[src/assert_macros.svh]
// Assertion macros for the RTL of the NTC thermistor converter.
// Define ASSERT_OFF to compile the assertions out.
`ifndef ASSERT_MACROS_SVH
`define ASSERT_MACROS_SVH
`ifndef ASSERT_OFF
// Antecedent implies consequent in the same cycle.
`define ASSERT_IMPL(lbl, clk, rstn, ante, cons) \
    lbl: assert property (@(posedge clk) disable iff (!rstn) (ante) |-> (cons)) \
        else $error("implication check failed");
// Condition must never hold.
`define ASSERT_NEVER(lbl, clk, rstn, cond) \
    lbl: assert property (@(posedge clk) disable iff (!rstn) !(cond)) \
        else $error("forbidden condition seen");
`else
`define ASSERT_IMPL(lbl, clk, rstn, ante, cons)
`define ASSERT_NEVER(lbl, clk, rstn, cond)
`endif
`endif

[src/ntc_pkg.sv]
// Shared types and constants of the NTC thermistor converter.
// No dependencies; used by every module of the block.
package ntc_pkg;

    localparam int ADC_BITS_DEF    = 10;
    localparam int QUEUE_DEPTH_DEF = 2;

    localparam int RAW_W   = 10;
    localparam int VDD_W   = 16;
    localparam int RES_W   = 16;
    localparam int A_W     = 18;
    localparam int TEMP_W  = 16;
    localparam int IN_W    = 40;
    localparam int OUT_W   = 32;
    localparam int LOG_FRAC = 24;
    localparam int LOG_IT_W = 5;

    // ln 2 in Q30, 298.15 K times 100, 273.15 C in Q9.8.
    localparam logic [29:0] LN2_Q30   = 30'd744261118;
    localparam logic [14:0] T0_X100   = 15'd29815;
    localparam logic [16:0] ZERO_C_Q8 = 17'd69926;
    // Largest kelvin value that does not saturate high.
    localparam logic [63:0] TK8_MAX   = 64'd102693;

    typedef enum logic [2:0] {
        REG_BETA = 3'd0,
        REG_RS   = 3'd1,
        REG_R0   = 3'd2,
        REG_PAR  = 3'd3,
        REG_RP   = 3'd4
    } reg_idx_t;

    typedef struct packed {
        logic [RES_W-1:0] beta;
        logic [RES_W-1:0] rs;
        logic [RES_W-1:0] r0;
        logic             par;
        logic [RES_W-1:0] rp;
    } cfg_t;

    // One queued sample: supply level and both scaled codes.
    typedef struct packed {
        logic [VDD_W-1:0] vdd;
        logic [A_W-1:0]   a_skin;
        logic [A_W-1:0]   a_amb;
    } item_t;

    typedef struct packed {
        logic full;
        logic empty;
    } q_stat_t;

    typedef enum logic [3:0] {
        S_IDLE,
        S_SETUP,
        S_MUL2,
        S_DENCHK,
        S_LFIND,
        S_LSHIFT,
        S_LSQ,
        S_LACC,
        S_LN,
        S_DMUL,
        S_D,
        S_DIV,
        S_SAT,
        S_NEXT,
        S_DONE
    } state_t;

endpackage

[src/ntc_queue.sv]
// Short queue that decouples the input side from the conversion engine.
// Depends on ntc_pkg.
module ntc_queue #(
    parameter int DEPTH = ntc_pkg::QUEUE_DEPTH_DEF
) (
    input  logic             aclk,
    input  logic             aresetn,
    input  logic             push,
    input  ntc_pkg::item_t   push_item,
    input  logic             pop,
    output ntc_pkg::item_t   head_item,
    output ntc_pkg::q_stat_t q_stat
);

    localparam int PTR_W = (DEPTH > 1) ? $clog2(DEPTH) : 1;
    localparam int CNT_W = $clog2(DEPTH + 1);

    ntc_pkg::item_t   mem [DEPTH];
    logic [PTR_W-1:0] wr_ptr_reg, wr_ptr_next;
    logic [PTR_W-1:0] rd_ptr_reg, rd_ptr_next;
    logic [CNT_W-1:0] count_reg, count_next;

    // Pointer and fill count update.
    always_comb begin
        wr_ptr_next = wr_ptr_reg;
        rd_ptr_next = rd_ptr_reg;
        count_next  = count_reg;
        if (push) begin
            wr_ptr_next = (wr_ptr_reg == PTR_W'(DEPTH - 1)) ? '0 : wr_ptr_reg + 1'b1;
        end
        if (pop) begin
            rd_ptr_next = (rd_ptr_reg == PTR_W'(DEPTH - 1)) ? '0 : rd_ptr_reg + 1'b1;
        end
        if (push && !pop) begin
            count_next = count_reg + 1'b1;
        end else if (pop && !push) begin
            count_next = count_reg - 1'b1;
        end
    end

    always_ff @(posedge aclk) begin
        if (!aresetn) begin
            wr_ptr_reg <= '0;
            rd_ptr_reg <= '0;
            count_reg  <= '0;
        end else begin
            wr_ptr_reg <= wr_ptr_next;
            rd_ptr_reg <= rd_ptr_next;
            count_reg  <= count_next;
        end
    end

    // Storage write.
    always_ff @(posedge aclk) begin
        if (push) begin
            mem[wr_ptr_reg] <= push_item;
        end
    end

    assign head_item    = mem[rd_ptr_reg];
    assign q_stat.full  = (count_reg == CNT_W'(DEPTH));
    assign q_stat.empty = (count_reg == '0);

endmodule

[config.mk]
export PLATFORM = sky130hd
export DESIGN_NAME = ntc_queue
export DESIGN_NICKNAME = d
export VERILOG_FILES = /design/src/assert_macros.svh /design/src/ntc_pkg.sv /design/src/ntc_queue.sv
export SDC_FILE = /design/constraint.sdc
export NUM_CORES = 1
export LEC_CHECK = 0
export ABC_AREA = 1
export BUFFER_PORTS_ARGS = -buffer_cell sky130_fd_sc_hd__buf_2
export CAP_MARGIN = 30
export CORE_UTILIZATION = 50
export DETAILED_ROUTE_END_ITERATION = 6
export PLACE_DENSITY = 0.78
export SLEW_MARGIN = 30
export SYNTH_ARGS = -nofsm -noshare
export SYNTH_HDL_FRONTEND = slang
export SYNTH_SLANG_ARGS = --single-unit
[constraint.sdc]
create_clock -name aclk -period 7.9 [get_ports aclk]
set_input_delay 0 -clock aclk [delete_from_list [all_inputs] [get_ports aclk]]
set_output_delay 0 -clock aclk [all_outputs]
set_load 0.02 [all_outputs]
==> key figures <==
Clock tree
  – Clock tree sinks: 109
  – CTS tree: built
  – Worst-case clock buffer depth: 2
  – Num CTS Buffers: 9
  – Clk_lat worst skew: 350 ps
  – CTS clk-pin slew, worst paths: 100 ps
  – Clk root buf: clkbuf_8
  – H-tree Lvls: 3

STA
  – Setup_tns: 0 ps
  – Headroom to the max-slew limit: 54.5%
  – Final hold slack: 70.8 ps
  – Clock period minus worst slack: 1830 ps
  – Final setup fails: 0
  – Final hold viol count: 0
  – Clock Skew: 7.51 ps
  – Pins Over Slew Limit: 0
  – Final period util: 23.1%
  – Worst-margin pin slew: 683 ps
  – Highest Clock Rate: 0.547 GHz
  – Setup repair after global routing missed its margin: no

Logic synthesis
  – Sequential share of the synthesized area: 76.1%
  – Synth Net Count: 254
  – YS warnings: 0
  – FF+latch count, synth: 109
  – Cell area after synthesis: 4240 um^2
  – Synth cell types: 14
  – Mean Syn Cell Area: 21.5 um^2
  – Cell count after synthesis: 197

Drt
  – First drt pass iteration count: 4
  – Routed WL: 6840 um
  – Avg Vias per Cell: 4.81
  – Vias: 2297
  – Number of remaining DRC errors: 0
  – Routed len/inst: 14.3 um
  – Post-route ant nets: 0
  – DR iter-0 viols: 90

Floorplan
  – Starting Density: 51.5%
  – I/O Pins: 110
  – Die width: 94.0 um
  – Die footprint: 8840 um^2
  – CORE AREA: 8220 um^2
  – Die Ht: 94.0 um
  – Std cell rows: 33

Outcome
  – Status: finished clean

Layout
  – Antenna fix cells: 0
  – Final net count: 425
  – Final cell count without fillers: 478
  – Fillers: 573
  – Area growth from synthesis to layout: 32.0%
  – Number of flip-flops in the largest register: 104
  – Most common cell after layout, fill and taps aside: buf_2
  – Layout cells sized above 1: 48.5%
  – Highest-count cells in the layout ignoring fill and taps: 109 x buf_2, 104 x edfxtp_1, 55 x dlygate4sd3_1, 50 x mux2_4, 9 x clkbuf_8

Pwr
  – Pwr/cell area: 211 nW/um^2
  – PnR Total Power: 1.18 mW
  – Max IR drop VDD: 0.169 mV
  – Leakage: 2.27 nW

Critical path
  – Crit path DAT: 1830 ps
  – Crit end category: output pin
  – R2r setup slk: 6460 ps
  – Crit Path Max Fanout: 27
  – CP required: 7900 ps
  – Kind of critical path: reg2out
  – Worst Reg2Reg Path Length in Cells: 2
  – CP startpoint kind: register
  – Start of the worst register-to-register path: wr_ptr_reg
  – RR Endpoint: mem[1][38]

Worst hold path
  – Hold Crit Start: push
  – Worst min-delay path class: in2reg
  – Hold path depth: 3
  – Hold EP: count_reg[0]

Job
  – Max Cap Viol: 0

Place
  – Final Wtd Congestion: 0.683
  – Placed cells: 406
  – Dpl hpwl: 3880 um
  – PortBufs: 109

Global route
  – Largest net degree at the start of global routing: 53
  – Gr ovfl total: 0
  – Antenna violations before repair: 0
  – GR Util All Layers: 16.0%
  – Vias in the first global route: 2250
  – First-pass GRT wire length: 10300 um
## worst max path at each step
stage | startpoint | endpoint | slack [ps] | cells after the start
finish | register | head_item[21] | 6070 | 3
global route | register | head_item[21] | 5980 | 3
CTS | register | head_item[36] | 5920 | 2
detailed placement | register | head_item[36] | 6320 | 2
global placement | wr_ptr_reg | mem[1][24] | 6180 | 2
floorplan | wr_ptr_reg | mem[0][0] | 4940 | 1
## cell usage after synthesis
cell type / count / area, um^2
nand4_1: 1 / 6.26
inv_1: 8 / 30.0
buf_6: 1 / 11.3
o21ai_0: 1 / 5.00
nand3_1: 1 / 5.00
ha_1: 1 / 12.5
mux2_2: 2 / 22.5
mux2_4: 50 / 751
edfxtp_1: 104 / 3120
nand2_1: 8 / 30.0
nor2_1: 9 / 33.8
a21oi_1: 1 / 5.00
dfxtp_1: 5 / 100
buf_12: 5 / 100
## metal layers
metal,global-route usage [%],vias to the layer above,wire length (um)
met5,0,-,0
met3,3.48,20,338
li1,-,1091,-
met4,8.85,0,215
met2,26.5,85,3430
met1,19.5,1101,2860
## repair_timing
action                                 CTS  global route
hold buffers                            55             0
endpoints found under the hold margin  109             0
setup buffers                            0             0
resized for setup                        0             0
## layout make-up
cell class	instances	area, um^2	area share (%)
clock buffer	10	128	2.28
inverter	8	32.5	0.582
sequential	109	3230	57.7
tap	105	131	2.35
multi-input combinational	74	878	15.7
clock inverter	6	70.1	1.25
timing repair buffer	166	1120	20.1
## where the power goes
part,internal (mW),leakage [nW],switching [mW]
Sequential,0.667,1.02,0.0139
Clock,0.150,0.101,0.179
Combinational,0.0860,1.15,0.0825
Total,0.903,2.27,0.275
## metrics by stage
step	worst slack [ps]	util, %	area [um^2]
6_report	6070	68.0	5590
5_1_grt	5980	68.0	5590
4_1_cts	5920	67.8	5570
3_5_place_dp	6320	58.7	4820
3_3_place_gp	6180	58.7	4820
2_1_floorplan	4940	-	4240
## cell families (layout without fill, tap and decap cells)
family	after synthesis	after routing	share of synthesized area, %
buf+inv	14	190	3.34
simple gates	19	19	1.77
fa+ha+maj	1	1	0.295
compound gates	2	2	0.236
mux	52	52	18.3
flops	109	109	76.1
## worst max-delay path, cell delays in order, from the launching register on
cell,delay [ps]
dfxtp_4,690
buf_12,300
mux2_4,330
buf_2,160
(Power assumes the default switching activity.)
