`config.mk`:
```
export PLATFORM = sky130hd
export DESIGN_NAME = ntc_front
export DESIGN_NICKNAME = d
export VERILOG_FILES = /design/src/assert_macros.svh /design/src/ntc_pkg.sv /design/src/ntc_front.sv
export SDC_FILE = /design/constraint.sdc
export NUM_CORES = 1
export LEC_CHECK = 0
export BUFFER_PORTS_ARGS = -buffer_cell sky130_fd_sc_hd__buf_2
export CAP_MARGIN = 20
export CELL_PAD_IN_SITES_DETAIL_PLACEMENT = 1
export CELL_PAD_IN_SITES_GLOBAL_PLACEMENT = 1
export CORE_MARGIN = 2
export CORE_UTILIZATION = 25
export DETAILED_ROUTE_END_ITERATION = 8
export PLACE_DENSITY_LB_ADDON = 0.1
export SLEW_MARGIN = 20
export SYNTH_ARGS = -nofsm -noshare
export SYNTH_HDL_FRONTEND = slang
export SYNTH_SLANG_ARGS = --single-unit
```
`constraint.sdc`:
```
create_clock -name vclk -period 15.35
set_clock_uncertainty 0.15 [all_clocks]
set_input_delay 0.7675 -clock vclk [all_inputs]
set_output_delay 0.7675 -clock vclk [all_outputs]
set_load 0.02 [all_outputs]
```
`src/assert_macros.svh`:
```
// Assertion macros for the RTL of the NTC thermistor converter.
// Define ASSERT_OFF to compile the assertions out.
`ifndef ASSERT_MACROS_SVH
`define ASSERT_MACROS_SVH
`ifndef ASSERT_OFF
// Antecedent implies consequent in the same cycle.
`define ASSERT_IMPL(lbl, clk, rstn, ante, cons) \
    lbl: assert property (@(posedge clk) disable iff (!rstn) (ante) |-> (cons)) \
        else $error("implication check failed");
// Condition must never hold.
`define ASSERT_NEVER(lbl, clk, rstn, cond) \
    lbl: assert property (@(posedge clk) disable iff (!rstn) !(cond)) \
        else $error("forbidden condition seen");
`else
`define ASSERT_IMPL(lbl, clk, rstn, ante, cons)
`define ASSERT_NEVER(lbl, clk, rstn, cond)
`endif
`endif

```
`src/ntc_pkg.sv`:
```
// Shared types and constants of the NTC thermistor converter.
// No dependencies; used by every module of the block.
package ntc_pkg;

    localparam int ADC_BITS_DEF    = 10;
    localparam int QUEUE_DEPTH_DEF = 2;

    localparam int RAW_W   = 10;
    localparam int VDD_W   = 16;
    localparam int RES_W   = 16;
    localparam int A_W     = 18;
    localparam int TEMP_W  = 16;
    localparam int IN_W    = 40;
    localparam int OUT_W   = 32;
    localparam int LOG_FRAC = 24;
    localparam int LOG_IT_W = 5;

    // ln 2 in Q30, 298.15 K times 100, 273.15 C in Q9.8.
    localparam logic [29:0] LN2_Q30   = 30'd744261118;
    localparam logic [14:0] T0_X100   = 15'd29815;
    localparam logic [16:0] ZERO_C_Q8 = 17'd69926;
    // Largest kelvin value that does not saturate high.
    localparam logic [63:0] TK8_MAX   = 64'd102693;

    typedef enum logic [2:0] {
        REG_BETA = 3'd0,
        REG_RS   = 3'd1,
        REG_R0   = 3'd2,
        REG_PAR  = 3'd3,
        REG_RP   = 3'd4
    } reg_idx_t;

    typedef struct packed {
        logic [RES_W-1:0] beta;
        logic [RES_W-1:0] rs;
        logic [RES_W-1:0] r0;
        logic             par;
        logic [RES_W-1:0] rp;
    } cfg_t;

    // One queued sample: supply level and both scaled codes.
    typedef struct packed {
        logic [VDD_W-1:0] vdd;
        logic [A_W-1:0]   a_skin;
        logic [A_W-1:0]   a_amb;
    } item_t;

    typedef struct packed {
        logic full;
        logic empty;
    } q_stat_t;

    typedef enum logic [3:0] {
        S_IDLE,
        S_SETUP,
        S_MUL2,
        S_DENCHK,
        S_LFIND,
        S_LSHIFT,
        S_LSQ,
        S_LACC,
        S_LN,
        S_DMUL,
        S_D,
        S_DIV,
        S_SAT,
        S_NEXT,
        S_DONE
    } state_t;

endpackage

```
`src/ntc_front.sv`:
```
// Input side: accepts samples and scales both raw codes by the supply level.
// Depends on ntc_pkg.
module ntc_front #(
    parameter int ADC_BITS = ntc_pkg::ADC_BITS_DEF
) (
    input  logic                     s_tvalid,
    output logic                     s_tready,
    // s_tdata: vdd_level[15:0], skin_raw[25:16], ambient_raw[35:26], zero fill
    input  logic [ntc_pkg::IN_W-1:0] s_tdata,
    input  ntc_pkg::q_stat_t         q_stat,
    output logic                     q_push,
    output ntc_pkg::item_t           q_item
);

    localparam int RW = ntc_pkg::RAW_W;
    localparam int PW = RW + ntc_pkg::VDD_W;
    localparam logic [RW-1:0] RAW_MASK =
        (ADC_BITS >= RW) ? {RW{1'b1}} : RW'((1 << ADC_BITS) - 1);

    logic [ntc_pkg::VDD_W-1:0] vdd;
    logic [RW-1:0]             skin_raw;
    logic [RW-1:0]             amb_raw;
    logic [PW-1:0]             skin_prod;
    logic [PW-1:0]             amb_prod;

    // Scale each code to a = code * vdd / 2^ADC_BITS.
    always_comb begin
        vdd       = s_tdata[15:0];
        skin_raw  = s_tdata[25:16] & RAW_MASK;
        amb_raw   = s_tdata[35:26] & RAW_MASK;
        skin_prod = PW'(skin_raw) * PW'(vdd);
        amb_prod  = PW'(amb_raw) * PW'(vdd);
        q_item.vdd    = vdd;
        q_item.a_skin = ntc_pkg::A_W'(skin_prod >> ADC_BITS);
        q_item.a_amb  = ntc_pkg::A_W'(amb_prod >> ADC_BITS);
    end

    // A transfer goes straight into the queue.
    assign s_tready = !q_stat.full;
    assign q_push   = s_tvalid && !q_stat.full;

endmodule

```
==> flow_summary.html <==
<table>
<tr><th>Metric</th><th>Value</th></tr>
<tr><th colspan="2">STA</th></tr>
<tr><td>Total negative slack</td><td>0 ps</td></tr>
<tr><td>RSZ-0062 raised after global routing</td><td>no</td></tr>
<tr><td>Setup violators final</td><td>0</td></tr>
<tr><td>Post-layout min period</td><td>~7300 ps</td></tr>
<tr><td>Number of hold violations in the final report</td><td>0</td></tr>
<tr><td>Pins Over Slew Limit</td><td>0</td></tr>
<tr><td>Worst relative slew slack</td><td>between 30% and 40%</td></tr>
<tr><td>Highest achievable clock rate</td><td>roughly 140 MHz</td></tr>
<tr><td>Tcrit/Tclk final</td><td>between 40 and 50%</td></tr>
<tr><td>Tightest Pin Transition</td><td>~960 ps</td></tr>
<tr><th colspan="2">Place</th></tr>
<tr><td>Final HPWL from detailed placement</td><td>roughly 23 mm</td></tr>
<tr><td>Number of buffers inserted by port buffering</td><td>between 80 and 90</td></tr>
<tr><td>Routability congestion estimate from global placement</td><td>roughly 0.73</td></tr>
<tr><td>Inst Count DP</td><td>1,749</td></tr>
<tr><th colspan="2">Yosys</th></tr>
<tr><td>Most repeated cell in the gate-level netlist after synthesis</td><td>inv_1</td></tr>
<tr><td>Post-synthesis cell type with the largest combined area</td><td>fa_1</td></tr>
<tr><td>Synth warnings</td><td>0</td></tr>
<tr><td>Part of the Yosys area used for sequential elements</td><td>0%</td></tr>
<tr><td>Largest cells by area after synthesis</td><td>fa_1 (42%), ha_1 (14%), and2_1 (9.9%)</td></tr>
<tr><td>Netlist Area Pre-Place</td><td>0.0103 mm2</td></tr>
<tr><td>Number of distinct library cell variants in the gate-level netlist after synthesis</td><td>between 60 and 70</td></tr>
<tr><td>Top cell types by occurrence after synthesis</td><td>inv_1 (233), fa_1 (218), nand2_1 (186)</td></tr>
<tr><td>Average footprint of a synthesized cell</td><td>roughly 8.6 um2</td></tr>
<tr><td>Share of the synthesized area in the top cell type</td><td>a little over two fifths</td></tr>
<tr><td>Syn Inst Count</td><td>around 1,200</td></tr>
<tr><th colspan="2">Setup path</th></tr>
<tr><td>Most frequent cell on the critical path</td><td>fa_1</td></tr>
<tr><td>Stage delay of the slowest cell on the critical path</td><td>570 ps</td></tr>
<tr><td>Sort of element at the end of the critical path</td><td>output port</td></tr>
<tr><td>Crit path kind</td><td>input port to output port</td></tr>
<tr><td>Critical-path cell list</td><td>buf_2, nand2_1, fa_1, inv_1, fa_1, fa_1, fa_1, inv_1, fa_1, inv_1, ha_1, a21oi_1, o21ai_0, a31o_2, nor3_2, mux2_4, a211oi_2, buf_2</td></tr>
<tr><td>Arr. time, crit path</td><td>~6400 ps</td></tr>
<tr><td>Highest net fanout along the worst path</td><td>21</td></tr>
<tr><td>Launching element type of the critical path</td><td>input port</td></tr>
<tr><td>Slowest cell on the critical path</td><td>fa_1</td></tr>
<tr><td>Data required time at the worst endpoint</td><td>~14,000 ps</td></tr>
<tr><th colspan="2">Run</th></tr>
<tr><td>Number of maximum-capacitance constraint violations</td><td>0</td></tr>
<tr><th colspan="2">Layout</th></tr>
<tr><td>Footprint of the flip-flops and latches</td><td>0 um2</td></tr>
<tr><td>Number of clock buffers in the layout</td><td>0</td></tr>
<tr><td>Number of nets in the final layout</td><td>between 1,500 and 2,000</td></tr>
<tr><td>Fraction of final layout cells sized beyond drive strength 1</td><td>under 10%</td></tr>
<tr><td>Count of non-filler cells in the finished layout</td><td>between 1,500 and 2,000</td></tr>
<tr><td>Antenna cell count</td><td>0</td></tr>
<tr><td>Area added between synthesis and finish</td><td>7.15%</td></tr>
<tr><td>Area taken by multi-input logic gates</td><td>roughly 0.009 mm2</td></tr>
<tr><td>Fillers</td><td>4,872</td></tr>
<tr><td>Layout sequential cell count</td><td>0</td></tr>
<tr><th colspan="2">Die</th></tr>
<tr><td>Num rows</td><td>74</td></tr>
<tr><td>Die width</td><td>around 210 um</td></tr>
<tr><td>Num ports</td><td>between 90 and 100</td></tr>
<tr><td>Core region area</td><td>0.0408 mm2</td></tr>
<tr><td>Initial core utilization</td><td>25.3%</td></tr>
<tr><td>Die outline area</td><td>around 0.043 mm2</td></tr>
<tr><td>Die Y-Extent</td><td>about 210 um</td></tr>
<tr><th colspan="2">GRT</th></tr>
<tr><td>Wire length of the first global-routing pass</td><td>a little under 50 mm</td></tr>
<tr><td>Initial antenna violation count</td><td>0</td></tr>
<tr><td>Pin count of the biggest net entering global routing</td><td>22</td></tr>
<tr><td>Overall track demand over capacity in global routing</td><td>13.9%</td></tr>
<tr><td>Number of global-route vias before repair</td><td>approximately 9,000</td></tr>
<tr><td>Global-route congestion overflow total</td><td>0</td></tr>
<tr><th colspan="2">Detailed routing</th></tr>
<tr><td>DR iter-0 viols</td><td>around 170</td></tr>
<tr><td>Detail-routed via count per cell</td><td>between 4 and 5</td></tr>
<tr><td>Number of remaining DRC errors</td><td>0</td></tr>
<tr><td>DRT Pass-1 Iters</td><td>4</td></tr>
<tr><td>Average wire per cell in the routed design</td><td>approximately 16 um</td></tr>
<tr><td>Antenna Violating Nets Remaining</td><td>0</td></tr>
<tr><td>Overall routed net length</td><td>28.8 mm</td></tr>
<tr><td>Number of vias in the routed layout</td><td>7,936</td></tr>
<tr><th colspan="2">Clock tree</th></tr>
<tr><td>Postcts setup bufs</td><td>0</td></tr>
<tr><td>Post-cts repair resize count</td><td>0</td></tr>
<tr><td>Hold Buf Count CTS</td><td>0</td></tr>
<tr><th colspan="2">Hold path</th></tr>
<tr><td>Cells on Worst Hold Path</td><td>3</td></tr>
<tr><td>Worst min-delay path category</td><td>input port to output port</td></tr>
<tr><td>Endpoint, Worst Hold</td><td>s_tready</td></tr>
<tr><td>Start point of the worst hold path</td><td>q_stat[1]</td></tr>
<tr><th colspan="2">Status</th></tr>
<tr><td>Status</td><td>finished, final reports clean</td></tr>
</table>
[cells in the final DEF (no fill, tap or decap), drive strengths merged, types with 2 or more instances in the layout]
cell,instances
inv,233
fa,218
nand2,186
and2,163
ha,118
buf,88
a21oi,29
o21ai,22
xnor2,19
nor2,17
a21o,12
xor2,12
a211oi,10
nand4,8
and3,8
nand3,6
o21bai,6
a31oi,5
and4,5
conb,4
nor3,4
o221ai,4
a41oi,4
o211ai,3
nor2b,3
a21boi,2
o31a,2
nor3b,2
a221oi,2
o31ai,2
nor4,2
o311ai,2
[stage by stage]
stage                     hold WS (ps)  instance area (um2)  utilization, %  setup WS [ps]
final                             1650                11100            27.1           8070
after floorplan                   1460                10300               -           8820
after global routing              1660                11100            27.1           7720
after detailed placement          1650                11100            27.1           8010
after CTS                         1650                11100            27.1           7990
after global placement            1640                11100            27.1           8020
[routing by layer]
| layer | GRT usage (%) | vias to the layer above | wire (um) |
|---|---|---|---|
| met5 | 0 | - | 0 |
| met4 | 0 | 0 | 0 |
| met3 | 0.121 | 0 | 197 |
| met2 | 23.9 | 56 | 13900 |
| met1 | 20.7 | 4195 | 14700 |
| li1 | - | 3685 | - |
[cells by family (layout without fill, tap and decap cells)]
logic type,Yosys count,in the layout,synth area share (%)
buffers and inverters,311,321,12.1
other,1,4,0.0363
multiplexers,1,1,0.145
XOR/XNOR,31,31,2.63
adder cells (fa/ha/maj),336,336,56.5
AO/OA/AOI/OAI,116,116,8.53
AND/OR/NAND/NOR,408,408,20.0
[cell type report]
class / count / area share [%]
multi-input combinational: 896 / 82.1
inverter: 233 / 7.90
tap: 532 / 6.01
timing repair buffer: 88 / 3.98
[critical path: cells and delay by family]
kind	cells	cell delay (ps)
simple gates	2	510
compound gates	4	990
fa+ha+maj	6	2920
mux	1	350
buf+inv	5	840
[worst max-delay path by stage]
stage                      startpoint          to  slack [ps]
after floorplan           s_tdata[10]  q_item[12]        8820
after global placement    s_tdata[10]  q_item[12]        8020
after detailed placement  s_tdata[10]  q_item[12]        8010
after CTS                 s_tdata[10]  q_item[12]        7990
after global routing      s_tdata[10]  q_item[12]        7720
final                     s_tdata[10]  q_item[12]        8070
Power is left out: the tool's default activity adds up to more than one toggle a clock period on the data nets, which glitch-free logic cannot reach.
